--- config.mk ---
export PLATFORM = sky130hd
export DESIGN_NAME = stepper_pulse_generator_with_homing
export DESIGN_NICKNAME = d
export VERILOG_FILES = /design/src/rtl/core/spg_pkg.sv /design/src/rtl/core/spg_div.sv /design/src/rtl/core/spg_datapath.sv /design/src/rtl/core/spg_ctrl.sv /design/src/rtl/core/stepper_pulse_generator_with_homing.sv
export SDC_FILE = /design/constraint.sdc
export NUM_CORES = 2
export LEC_CHECK = 0
export BUFFER_PORTS_ARGS = -buffer_cell sky130_fd_sc_hd__clkbuf_2
export CAP_MARGIN = 30
export CORE_ASPECT_RATIO = 0.7
export CORE_MARGIN = 1.5
export CORE_UTILIZATION = 35
export CTS_CLUSTER_DIAMETER = 30
export DETAILED_ROUTE_END_ITERATION = 16
export GPL_TIMING_DRIVEN = 1
export PLACE_DENSITY = 0.57
export SKIP_LAST_GASP = 1
export SLEW_MARGIN = 20
export SYNTH_ARGS = -nofsm -noshare
export SYNTH_HDL_FRONTEND = slang
export SYNTH_SLANG_ARGS = --single-unit
--- constraint.sdc ---
create_clock -name clk -period 28.4 [get_ports clk]
set_clock_uncertainty 0.05 [all_clocks]
set_input_delay 2.84 -clock clk [delete_from_list [all_inputs] [get_ports clk]]
set_output_delay 2.84 -clock clk [all_outputs]
set_load 0.01 [all_outputs]
--- src/rtl/core/spg_pkg.sv ---
// ----------------------------------------------------------------------------
// spg_pkg
// Shared types and constants for the stepper pulse generator: command codes,
// register indexes, fixed field widths and the controller/datapath handshake.
// ----------------------------------------------------------------------------
package spg_pkg;

  // Default build widths
  localparam int INTERVAL_WIDTH_DEF = 16;
  localparam int POSITION_WIDTH_DEF = 32;

  // Fixed field widths
  localparam int CMD_W   = 2;
  localparam int VEL_W   = 21;
  localparam int LOAD_W  = 24;
  localparam int TGT_W   = 32;
  localparam int CFG_W   = 16;
  localparam int IDX_W   = 2;
  localparam int OUTPOS_W = 32;

  // Half-period arithmetic: pitch * 125000 / (ppr * |v|)
  localparam int                TICKS_W   = 17;
  localparam logic [TICKS_W-1:0] TICKS_NUM = 17'd125000;
  localparam int                NUM_W     = CFG_W + TICKS_W;   // 33
  localparam int                DEN_W     = CFG_W + VEL_W;     // 37
  localparam logic [VEL_W-1:0]  MIN_SPEED = 21'd1;

  // Request command codes
  typedef enum logic [CMD_W-1:0] {
    CMD_TICK    = 2'd0,
    CMD_SET_VEL = 2'd1,
    CMD_HOME    = 2'd2,
    CMD_ARM     = 2'd3
  } cmd_e_t;

  // Configuration register indexes
  localparam logic [IDX_W-1:0] REG_PITCH = 2'd0;
  localparam logic [IDX_W-1:0] REG_PPR   = 2'd1;
  localparam logic [IDX_W-1:0] REG_UIR   = 2'd2;

  // Controller to datapath
  typedef struct packed {
    logic load;       // capture the accepted request
    logic decode;     // products and tick look-ahead
    logic div_start;  // launch the serial divide
    logic commit;     // update state and present the result
  } ctl_cmd_t;

  // Datapath to controller
  typedef struct packed {
    logic needs_div;
    logic div_busy;
  } dp_status_t;

endpackage

--- src/rtl/core/spg_div.sv ---
// ----------------------------------------------------------------------------
// spg_div
// Restoring unsigned divider, one quotient bit per cycle. Division by zero
// yields an all-ones quotient, which the caller saturates.
// ----------------------------------------------------------------------------
module spg_div (
  input  logic                      clk,
  input  logic                      rst,
  input  logic                      start,
  input  logic [spg_pkg::NUM_W-1:0] num,
  input  logic [spg_pkg::DEN_W-1:0] den,
  output logic                      busy,
  output logic [spg_pkg::NUM_W-1:0] quot
);
  import spg_pkg::*;

  localparam int CNT_W = $clog2(NUM_W + 1);

  logic [DEN_W-1:0] den_r;
  logic [DEN_W-1:0] rem;
  logic [NUM_W-1:0] quo;
  logic [CNT_W-1:0] cnt;
  logic [DEN_W:0]   rem_sh;
  logic [DEN_W+1:0] diff;
  logic             ge;

  // trial subtract
  always_comb begin
    rem_sh = {rem, quo[NUM_W-1]};
    diff   = {1'b0, rem_sh} - {2'b00, den_r};
    ge     = ~diff[DEN_W+1];
  end

  // control
  always_ff @(posedge clk) begin
    if (rst) begin
      busy <= 1'b0;
      cnt  <= '0;
    end else if (start) begin
      busy <= 1'b1;
      cnt  <= CNT_W'(NUM_W);
    end else if (busy) begin
      cnt <= cnt - CNT_W'(1);
      if (cnt == CNT_W'(1)) begin
        busy <= 1'b0;
      end
    end
  end

  // shift/subtract datapath
  always_ff @(posedge clk) begin
    if (start) begin
      den_r <= den;
      rem   <= '0;
      quo   <= num;
    end else if (busy) begin
      rem <= ge ? diff[DEN_W-1:0] : rem_sh[DEN_W-1:0];
      quo <= {quo[NUM_W-2:0], ge};
    end
  end

  assign quot = quo;

endmodule

--- src/rtl/core/spg_datapath.sv ---
// ----------------------------------------------------------------------------
// spg_datapath
// Configuration registers, request capture, interval arithmetic and the
// motor state (pulse, direction, tick counter, step count, limit, homing).
// ----------------------------------------------------------------------------
module spg_datapath #(
  parameter int INTERVAL_WIDTH = spg_pkg::INTERVAL_WIDTH_DEF,
  parameter int POSITION_WIDTH = spg_pkg::POSITION_WIDTH_DEF
) (
  input  logic                               clk,
  input  logic                               rst,
  input  logic                               cfg_write,
  input  logic [spg_pkg::IDX_W-1:0]          cfg_index,
  input  logic [spg_pkg::CFG_W-1:0]          cfg_data,
  input  logic [spg_pkg::CMD_W-1:0]          command,
  input  logic signed [spg_pkg::VEL_W-1:0]   velocity,
  input  logic signed [spg_pkg::LOAD_W-1:0]  homing_threshold,
  input  logic signed [spg_pkg::LOAD_W-1:0]  measured_load,
  input  logic signed [spg_pkg::TGT_W-1:0]   target_position,
  input  spg_pkg::ctl_cmd_t                  ctl,
  output spg_pkg::dp_status_t                status,
  output logic                               pulse_level,
  output logic                               direction,
  output logic                               running,
  output logic signed [spg_pkg::OUTPOS_W-1:0] step_position,
  output logic                               zero_reached,
  output logic                               limit_stop
);
  import spg_pkg::*;

  localparam int IW = INTERVAL_WIDTH;
  localparam int PW = POSITION_WIDTH;
  localparam logic [IW-1:0]        IMAX    = {IW{1'b1}};
  localparam logic signed [PW-1:0] POS_ONE = PW'(1);

  // configuration
  logic [CFG_W-1:0] pitch;
  logic [CFG_W-1:0] ppr;
  logic             uir;

  // captured request
  cmd_e_t                    cmd_q;
  logic [VEL_W-1:0]          mag_q;
  logic                      neg_q;
  logic signed [LOAD_W-1:0]  thr_q;
  logic signed [LOAD_W-1:0]  load_q;
  logic signed [TGT_W-1:0]   tgt_q;
  logic [VEL_W-1:0]          mag_in;

  // decode stage
  logic [NUM_W-1:0]          num_q;
  logic [DEN_W-1:0]          den_q;
  logic [IW-1:0]             tick_inc_q;
  logic                      wrap_q;
  logic signed [PW-1:0]      step_new_q;
  logic [IW-1:0]             tick_inc;
  logic signed [PW-1:0]      step_mv;

  // motor state
  logic                      pulse_reg, pulse_next;
  logic                      dir_reg, dir_next;
  logic                      run_reg, run_next;
  logic [IW-1:0]             half_period, half_period_next;
  logic [IW-1:0]             tick_count, tick_count_next;
  logic signed [PW-1:0]      step_count, step_count_next;
  logic                      limit_armed, limit_armed_next;
  logic signed [TGT_W-1:0]   limit_target, limit_target_next;
  logic                      homing_active, homing_active_next;
  logic signed [LOAD_W-1:0]  homing_level, homing_level_next;
  logic                      zflag, lflag;

  // divider
  logic [NUM_W-1:0]          quot;
  logic                      div_busy;
  logic [IW-1:0]             ivl_sat;

  spg_div u_div (
    .clk   (clk),
    .rst   (rst),
    .start (ctl.div_start),
    .num   (num_q),
    .den   (den_q),
    .busy  (div_busy),
    .quot  (quot)
  );

  // configuration writes
  always_ff @(posedge clk) begin
    if (rst) begin
      pitch <= 16'd5000;
      ppr   <= 16'd200;
      uir   <= 1'b0;
    end else if (cfg_write) begin
      unique case (cfg_index)
        REG_PITCH: pitch <= cfg_data;
        REG_PPR:   ppr   <= cfg_data;
        REG_UIR:   uir   <= cfg_data[0];
        default:   ;
      endcase
    end
  end

  // request capture; magnitude of -2^20 fits as unsigned
  assign mag_in = velocity[VEL_W-1] ? VEL_W'(-velocity) : VEL_W'(velocity);

  always_ff @(posedge clk) begin
    if (ctl.load) begin
      cmd_q  <= cmd_e_t'(command);
      mag_q  <= mag_in;
      neg_q  <= velocity[VEL_W-1];
      thr_q  <= homing_threshold;
      load_q <= measured_load;
      tgt_q  <= target_position;
    end
  end

  // tick look-ahead: counter increment and step move on a falling edge
  always_comb begin
    tick_inc = tick_count + IW'(1);
    step_mv  = (dir_reg == uir) ? step_count + POS_ONE : step_count - POS_ONE;
  end

  always_ff @(posedge clk) begin
    if (ctl.decode) begin
      num_q      <= NUM_W'(pitch) * NUM_W'(TICKS_NUM);
      den_q      <= DEN_W'(ppr) * DEN_W'(mag_q);
      tick_inc_q <= tick_inc;
      wrap_q     <= (tick_inc >= half_period);
      step_new_q <= pulse_reg ? step_mv : step_count;
    end
  end

  assign status.needs_div = ((cmd_q == CMD_SET_VEL) || (cmd_q == CMD_HOME)) &&
                            (mag_q > MIN_SPEED);
  assign status.div_busy  = div_busy;

  // saturate quotient to the interval range
  assign ivl_sat = (|(quot >> IW)) ? IMAX : quot[IW-1:0];

  // next state of the motor
  always_comb begin
    pulse_next         = pulse_reg;
    dir_next           = dir_reg;
    run_next           = run_reg;
    half_period_next   = half_period;
    tick_count_next    = tick_count;
    step_count_next    = step_count;
    limit_armed_next   = limit_armed;
    limit_target_next  = limit_target;
    homing_active_next = homing_active;
    homing_level_next  = homing_level;
    zflag              = 1'b0;
    lflag              = 1'b0;
    unique case (cmd_q) inside
      CMD_SET_VEL, CMD_HOME: begin
        if (cmd_q == CMD_HOME) begin
          homing_active_next = 1'b1;
          homing_level_next  = thr_q;
        end
        if (mag_q > MIN_SPEED) begin
          // homing always heads down
          dir_next = (cmd_q == CMD_HOME) ? ~uir : neg_q;
          if (ivl_sat != '0) begin
            half_period_next = ivl_sat;
            tick_count_next  = ivl_sat - IW'(1);
            run_next         = 1'b1;
          end else begin
            run_next = 1'b0;
          end
        end else begin
          run_next   = 1'b0;
          pulse_next = 1'b0;
        end
      end
      CMD_ARM: begin
        limit_armed_next  = 1'b1;
        limit_target_next = tgt_q;
      end
      CMD_TICK: begin
        if (run_reg) begin
          tick_count_next = wrap_q ? '0 : tick_inc_q;
          if (wrap_q) begin
            pulse_next      = ~pulse_reg;
            step_count_next = step_new_q;
            // limit: past target in the travel direction
            if (limit_armed && ((step_new_q > limit_target) != dir_reg)) begin
              run_next         = 1'b0;
              pulse_next       = 1'b0;
              limit_armed_next = 1'b0;
              lflag            = 1'b1;
            end
            // homing: load reached, zero the position
            if (homing_active && (load_q >= homing_level)) begin
              run_next           = 1'b0;
              pulse_next         = 1'b0;
              step_count_next    = '0;
              homing_active_next = 1'b0;
              zflag              = 1'b1;
            end
          end
        end
      end
      default: ;
    endcase
  end

  // state and flags update on commit
  always_ff @(posedge clk) begin
    if (rst) begin
      pulse_reg     <= 1'b0;
      dir_reg       <= 1'b0;
      run_reg       <= 1'b0;
      half_period   <= '0;
      tick_count    <= '0;
      step_count    <= '0;
      limit_armed   <= 1'b0;
      limit_target  <= '0;
      homing_active <= 1'b0;
      homing_level  <= '0;
      zero_reached  <= 1'b0;
      limit_stop    <= 1'b0;
    end else if (ctl.commit) begin
      pulse_reg     <= pulse_next;
      dir_reg       <= dir_next;
      run_reg       <= run_next;
      half_period   <= half_period_next;
      tick_count    <= tick_count_next;
      step_count    <= step_count_next;
      limit_armed   <= limit_armed_next;
      limit_target  <= limit_target_next;
      homing_active <= homing_active_next;
      homing_level  <= homing_level_next;
      zero_reached  <= zflag;
      limit_stop    <= lflag;
    end
  end

  // state holds until the result is taken, so it doubles as the result
  assign pulse_level = pulse_reg;
  assign direction   = dir_reg;
  assign running     = run_reg;

  generate
    if (PW >= OUTPOS_W) begin : g_pos_trunc
      assign step_position = step_count[OUTPOS_W-1:0];
    end else begin : g_pos_ext
      assign step_position = {{(OUTPOS_W-PW){1'b0}}, step_count};
    end
  endgenerate

endmodule

--- src/rtl/core/spg_ctrl.sv ---
// ----------------------------------------------------------------------------
// spg_ctrl
// Sequencer: capture, decode, optional serial divide, commit. Owns the
// input ready and the result valid flag.
// ----------------------------------------------------------------------------
module spg_ctrl (
  input  logic                clk,
  input  logic                rst,
  input  logic                in_valid,
  output logic                in_ready,
  output logic                out_valid,
  input  logic                out_ready,
  input  spg_pkg::dp_status_t status,
  output spg_pkg::ctl_cmd_t   ctl
);
  import spg_pkg::*;

  typedef enum logic [4:0] {
    S_IDLE    = 5'b00001,
    S_DECODE  = 5'b00010,
    S_DIVLOAD = 5'b00100,
    S_DIV     = 5'b01000,
    S_EMIT    = 5'b10000
  } state_t;

  state_t state, state_next;
  logic   slot_free;

  assign slot_free = ~out_valid | out_ready;
  assign in_ready  = (state == S_IDLE);

  // command decode
  always_comb begin
    ctl.load      = in_valid & in_ready;
    ctl.decode    = (state == S_DECODE);
    ctl.div_start = (state == S_DIVLOAD);
    ctl.commit    = (state == S_EMIT) & slot_free;
  end

  // next state
  always_comb begin
    state_next = state;
    unique case (state)
      S_IDLE:    if (in_valid) state_next = S_DECODE;
      S_DECODE:  state_next = status.needs_div ? S_DIVLOAD : S_EMIT;
      S_DIVLOAD: state_next = S_DIV;
      S_DIV:     if (!status.div_busy) state_next = S_EMIT;
      S_EMIT:    if (slot_free) state_next = S_IDLE;
      default:   state_next = S_IDLE;
    endcase
  end

  always_ff @(posedge clk) begin
    if (rst) begin
      state     <= S_IDLE;
      out_valid <= 1'b0;
    end else begin
      state <= state_next;
      if (ctl.commit) begin
        out_valid <= 1'b1;
      end else if (out_ready) begin
        out_valid <= 1'b0;
      end
    end
  end

endmodule

--- src/rtl/core/stepper_pulse_generator_with_homing.sv ---
// ----------------------------------------------------------------------------
// stepper_pulse_generator_with_homing
// Step/direction generator for a lead-screw stepper with a position limit
// and load-triggered homing; one result per request.
// ----------------------------------------------------------------------------
//  channel  | handshake              | payload
//  ---------+------------------------+--------------------------------------
//  cfg      | cfg_valid / cfg_ready  | cfg_index, cfg_data
//  in       | in_valid  / in_ready   | command, velocity, homing_threshold,
//           |                        | measured_load, target_position
//  out      | out_valid / out_ready  | pulse_level, direction, running,
//           |                        | step_position, zero_reached, limit_stop
//
//  Tick, arm and slow-speed requests go from decode straight to commit; the
//  next request is accepted once the sequencer is back in idle.
//  Velocity and homing requests with |v| > 1 first pass through the serial
//  divider, which produces one quotient bit per cycle.
//  A new request is accepted while the previous result waits on out_ready;
//  it commits only once that result is taken. cfg_ready is always high.
//  Reset is synchronous; registers with a reset return to their reset values.
// ----------------------------------------------------------------------------
module stepper_pulse_generator_with_homing #(
  parameter int INTERVAL_WIDTH = spg_pkg::INTERVAL_WIDTH_DEF,
  parameter int POSITION_WIDTH = spg_pkg::POSITION_WIDTH_DEF
) (
  input  logic                                clk,
  input  logic                                rst,
  input  logic                                cfg_valid,
  output logic                                cfg_ready,
  input  logic [spg_pkg::IDX_W-1:0]           cfg_index,
  input  logic [spg_pkg::CFG_W-1:0]           cfg_data,
  input  logic                                in_valid,
  output logic                                in_ready,
  input  logic [spg_pkg::CMD_W-1:0]           command,
  input  logic signed [spg_pkg::VEL_W-1:0]    velocity,
  input  logic signed [spg_pkg::LOAD_W-1:0]   homing_threshold,
  input  logic signed [spg_pkg::LOAD_W-1:0]   measured_load,
  input  logic signed [spg_pkg::TGT_W-1:0]    target_position,
  output logic                                out_valid,
  input  logic                                out_ready,
  output logic                                pulse_level,
  output logic                                direction,
  output logic                                running,
  output logic signed [spg_pkg::OUTPOS_W-1:0] step_position,
  output logic                                zero_reached,
  output logic                                limit_stop
);
  import spg_pkg::*;

  ctl_cmd_t   ctl;
  dp_status_t status;

  assign cfg_ready = 1'b1;

  spg_ctrl u_ctrl (
    .clk       (clk),
    .rst       (rst),
    .in_valid  (in_valid),
    .in_ready  (in_ready),
    .out_valid (out_valid),
    .out_ready (out_ready),
    .status    (status),
    .ctl       (ctl)
  );

  spg_datapath #(
    .INTERVAL_WIDTH (INTERVAL_WIDTH),
    .POSITION_WIDTH (POSITION_WIDTH)
  ) u_dp (
    .clk              (clk),
    .rst              (rst),
    .cfg_write        (cfg_valid & cfg_ready),
    .cfg_index        (cfg_index),
    .cfg_data         (cfg_data),
    .command          (command),
    .velocity         (velocity),
    .homing_threshold (homing_threshold),
    .measured_load    (measured_load),
    .target_position  (target_position),
    .ctl              (ctl),
    .status           (status),
    .pulse_level      (pulse_level),
    .direction        (direction),
    .running          (running),
    .step_position    (step_position),
    .zero_reached     (zero_reached),
    .limit_stop       (limit_stop)
  );

  // one request in flight: no second acceptance straight after the first
  a_one_in_flight: assert property (@(posedge clk) disable iff (rst)
    (in_valid && in_ready) |=> !in_ready)
    else $error("request accepted while another is in progress");

  // a result only appears after a commit
  a_valid_from_commit: assert property (@(posedge clk) disable iff (rst)
    $rose(out_valid) |-> $past(ctl.commit))
    else $error("result valid without a commit");

  // homing completion stops the motor at position zero
  a_home_stops: assert property (@(posedge clk) disable iff (rst)
    (out_valid && zero_reached) |-> (!running && !pulse_level && step_position == '0))
    else $error("homing finished but motor not stopped at zero");

  // a limit stop leaves the motor idle with the pin low
  a_limit_stops: assert property (@(posedge clk) disable iff (rst)
    (out_valid && limit_stop) |-> (!running && !pulse_level))
    else $error("limit stop reported while still running");

endmodule

Yosys cells after proc, flatten, opt, wreduce, memory -nomap -nowiden

Index checks and enable logic that the tools add are counted.

Input port bits: 126
Bits in registers: 500
Output and inout port bits: 40

Reductions and logical operators: 28
Mux-type cells: 56
Add/subtract/negate cells: 7
Eq/ne operators: 24
Multiply operators: 2
Magnitude comparators: 4
Bitwise gates (word level): 7

Operators by type and width:

| operator                                                              | count |
|---|---|
| 32-bit two-way mux                                                    | 3 |
| 16-bit two-way mux                                                    | 5 |
| 33-bit two-way mux                                                    | 2 |
| 38-bit by 37-bit subtractor with 39-bit output                        | 1 |
| 16-bit by 21-bit multiplier with 37-bit output                        | 1 |
| 37-bit two-way mux                                                    | 1 |
| 32-bit by 2-bit adder with 32-bit output, second input constant       | 1 |
| 32-bit > comparator                                                   | 1 |
| 1-bit two-way mux                                                     | 32 |
| 16-bit one-hot mux with 2 select lines                                | 1 |
| 32-bit by 2-bit subtractor with 32-bit output, second input constant  | 1 |
| 16-bit by 14-bit multiplier with 30-bit output, second input constant | 1 |
| 5-bit one-hot mux with 5 select lines                                 | 1 |
| 24-bit >= comparator                                                  | 1 |
| 21-bit by 1-bit > comparator with 1-bit output, second input constant | 1 |
| 21-bit negation                                                       | 1 |
| 20-bit two-way mux                                                    | 1 |
| 5-bit two-way mux                                                     | 4 |
| 17-bit OR reduction                                                   | 1 |
| 16-bit by 1-bit adder with 16-bit output, second input constant       | 1 |
| 16-bit >= comparator                                                  | 1 |
| 16-bit nonzero test                                                   | 1 |
| 16-bit by 1-bit subtractor with 16-bit output, second input constant  | 1 |
| 5-bit AND reduction                                                   | 3 |
| other kinds (27)                                                      | 61 |

Longest topological paths before layout

Word-level depth: 8
Depth in mapped cells: 25

Hierarchy

A second synthesis with hierarchy kept.

Cells, all modules: 3963
Area total of the unflattened synthesis: 38643.3 µm²

By module, submodules not included:

| module                              | area an instance (µm²) | cells an instance | times used |
|---|---|---|---|
| spg_datapath                        | 31705.4                | 3273              | 1 |
| spg_div                             | 6566.3                 | 644               | 1 |
| spg_ctrl                            | 360.3                  | 44                | 1 |
| stepper_pulse_generator_with_homing | 11.3                   | 2                 | 1 |

Worst setup path after synthesis

OpenSTA, ideal clock, no wires.

Kind: register to register
Start: register u_ctrl.state[2]
End: register u_ctrl.state[4]
Path buffers: 0
Period minus slack after synthesis: 13.917 ns
Library setup time: 0.070 ns
Arrival: 13.797 ns
Path slack: 14.483 ns
Cell stages (with the launch flop): 6
Path through: dfxtp_1 nor2_1 nor4b_1 a22oi_1 or3_1 a21oi_1

Longest elaborated chain between the ends: 3
Elaborated cells between the ends (all ways): 10

Ends and longest elaborated chain:

| element                                                                                    | line           | text |
|---|---|---|
| start: declaration                                                                         | spg_ctrl.sv:26 | `state_t state, state_next;` |
| start signal: assignment                                                                   | spg_ctrl.sv:58 | `state <= state_next;` |
| 5-bit equality test (tied with other cells)                                                | spg_ctrl.sv:43 | `unique case (state)` |
| 2-bit by 1-bit != test with 1-bit output (no line) / 2-bit != test (equally long branches) | -              |  |
| 3-bit AND reduction (no line)                                                              | -              |  |

Several ways; a longest one is shown, not always the timed one.
A chain may end at the register's enable or synchronous reset.

Final worst setup path

Start: register u_dp.ppr[12]
End: register u_dp.den_q[36], data pin

Longest elaborated chain between the ends: 1

Ends and longest elaborated chain:

| element                                        | line                | text |
|---|---|---|
| start: declaration                             | spg_datapath.sv:38  | `logic [CFG_W-1:0] ppr;` |
| start signal: assignment                       | spg_datapath.sv:96  | `REG_PPR: ppr <= cfg_data;` |
| 16-bit by 21-bit multiplier with 37-bit output | spg_datapath.sv:126 | `den_q <= DEN_W'(ppr) * DEN_W'(mag_q);` |
| end signal: assignment                         | spg_datapath.sv:126 |  |
| end: declaration                               | spg_datapath.sv:52  | `logic [DEN_W-1:0] den_q;` |

No other way between the ends.

==> results.toml <==
[cts]
htreeDepth = 3
cts_resized = 0
cts_hold_buffers = 0
post-cts-setup-buffer-count = 0
insertion_delay_ps = 670
cts-root-to-sink-buffers = 3
cts_tree = "built"
cts.sinks = 500
clk_pin_slew_ps = 50
cts_buffers = 94
cts_root_buf = "clkbuf_16"

[synth]
ys_types = 75
ys_top_cells_by_area = "edfxtp_1, fa_1, ha_1, dfxtp_1, nand2_1"
yosys_warnings = 0
synthTopCellsByCount = "nand2_1, inv_1, ha_1"
syn_nets = 4754
synth_edf_count = 290
synth_top_area_frac = 0.229
synth_area_um2 = 38000
synth_most_common_cell = "nand2_1"
synth_flop_cell = "edfxtp_1"
ys_ff_latch = 500
ys_seq_area_frac = 0.340
yosys.area.top_type = "edfxtp_1"
netlist_instances = 3944
syn_avg_cell_area_um2 = 9.64
synthArstFlopShare = 0

[worst_setup_path]
critPathKind = "flip-flop to flip-flop"
worst-path-buf-inv = 3
slowest_delay_ps = 930
cp-end-kind = "flip-flop"
critPathRequiredTime_ps = 28760
crit_arrival_ps = 7750
crit_family = "adder cells"
crit_slowest_cell = "dfxtp_1"
path_common_cell = "fa_1"
rr_worst_depth = 19
crit_chain = "nand2_1 -> fa_1 -> inv_1 -> fa_1 -> fa_1 -> fa_1 -> fa_1 -> inv_1 -> fa_1 -> inv_1 -> ha_1 -> and3_1 -> nand2_1 -> o311ai_0 -> nor2_1 -> o21ai_0 -> nor3b_1 -> o22ai_1 -> xnor2_1"
worstSetupStartpointType = "flip-flop"
worst-path-max-fanout = 22
crit_cells = 19

[routing]
drc = 0
antenna_left = 0
wire_per_inst_um = 17.7
vias_per_cell = 5.00
finalWirelength_mm = 98.9
vias = 27900
drtIter0Drc = 2156
first_pass_iters = 5

[pwr]
vdd_ir_drop_max_uv = 54.2
power_leakage_uw = 0.0191
p_per_area_nw_per_um2 = 68.9

[floorplanning]
dieArea_um2 = 111000
fp.dieH_um = 279
start_util = 0.355
die_w_um = 397
ios = 166
fp-row-count = 100
coreArea_um2 = 107000

[placed_design]
io_buffer_count = 164
pre_cts_slack_ps = 21100
dpl.hpwl_mm = 74.5
gp_congestion = 0.858

[grt]
grt_pass1_vias = 27800
antenna_found_initial = 6
grt_use_total = 0.182
grt-ovfl-total = 0
grt_pass1_wl_mm = 160
grt_max_degree = 86

[hold_path]
min_path_cells = 0
hold_class = "flip-flop to flip-flop"

[timing]
tns_ps = 0
finalSetupViolCount = 0
rsz0062_at_grt = "false"
worst_pin_slew_ps = 1030
slew_violations = 0
setup_slack_ps = 21010
hold_violations = 0
slew_headroom = 0.315
max_freq_ghz = 0.135
fin_crit_ps = 7390
fin_crit_sh = 0.260

[status]
outcome = "finished clean"

[layout]
syn2layout_area_growth_pct = 14.4
nets = 4881
drive_gt1_frac = 0.0980

[run]
maxCapViolCount = 0
## final cells by class
class                           instances  area [um^2]
Timing Repair Buffer                  194         1110
Sequential cell                       500        12900
Multi-Input combinational cell       2758        22600
Inverter                              523         1960
Antenna cell                            2         5.00
Clock buffer                          107         2420
Tap cell                             1428         1790
Fill cell                           10500        63500
Clock inverter                         71          719
## registers in the layout, summed over array words and instances (netlist names), 30 cells and up
signal              count
u_dp.step_position     32
u_dp.step_new_q        32
u_dp.limit_target      32
u_dp.tgt_q             32
u_dp.num_q             30
u_dp.u_div.rem         37
u_dp.u_div.den_r       37
u_dp.u_div.quot        33
u_dp.den_q             37
## cells in the final DEF (no fill, tap or decap), drive strengths merged, types with 25 or more instances in the layout
cell	n
a211oi	58
a21o	86
a21oi	295
a31oi	27
and2	142
buf	30
clkbuf	271
clkinv	30
dfxtp	210
edfxtp	290
fa	321
ha	363
inv	539
mux2	25
nand2	612
nand2b	31
nand3	66
nand4	26
nor2	164
nor3	31
o21ai	91
xnor2	122
xor2	49
## final timing paths
kind | from | to | slack [ps]
min reg2reg | u_dp.den_q[10] | u_dp.u_div.den_r[10] | 340
max reg2reg | u_dp.ppr[12] | u_dp.den_q[36] | 21010
max | u_dp.ppr[12] | u_dp.den_q[36] | 21010
min | u_dp.den_q[10] | u_dp.u_div.den_r[10] | 340
## worst register-to-register path, stage by stage, from the launching register on
cell and delay [ps]:
dfxtp_1 930, nand2_1 190, fa_1 590, inv_1 50, fa_1 460, fa_1 560, fa_1 530, fa_1 580
inv_1 80, fa_1 560, inv_1 50, ha_1 350, and3_1 220, nand2_1 70, o311ai_0 420, nor2_1 180
o21ai_0 640, nor3b_1 350, o22ai_1 150, xnor2_1 130
## per-stage QoR
| step | utilization | instances | hold WS [ps] | power [uW] | area [um^2] |
|---|---|---|---|---|---|
| 6_report | 0.406 | 5583 | 337 | 2990 | 43500 |
| 5_1_grt | 0.406 | 5583 | 358 | 3220 | 43500 |
| 4_1_cts | 0.406 | 5576 | 339 | 3020 | 43400 |
| 3_5_place_dp | 0.376 | 5398 | 355 | 1900 | 40300 |
| 3_3_place_gp | 0.376 | 5396 | 353 | 1900 | 40200 |
| 2_1_floorplan | - | 3944 | 350 | 1660 | 38000 |
## kinds of logic after synthesis
family / synth area share
other: 0.0000986
buffers and inverters: 0.0683
muxes: 0.00925
adders and majority gates: 0.289
DFF: 0.340
AOI/OAI and AO/OA: 0.113
and+or+nand+nor: 0.142
xor gates and xnor gates: 0.0394
## report_power, final
group	internal, uW	switching [uW]	total, uW
combinational	425	588	1010
clock	674	424	1100
sequential	843	39.9	883
## routing by layer
layer | up-vias | wire length (um) | GRT usage | part of all wire
met2 | 673 | 39700 | 0.249 | 0.40
met5 | - | 21 | 0 | 0.00021
li1 | 13400 | - | - | -
met4 | 4 | 1520 | 0.0443 | 0.015
met1 | 13700 | 51900 | 0.290 | 0.53
met3 | 104 | 5720 | 0.0331 | 0.058
No activity file was read; power rests on OpenSTA's default activity.
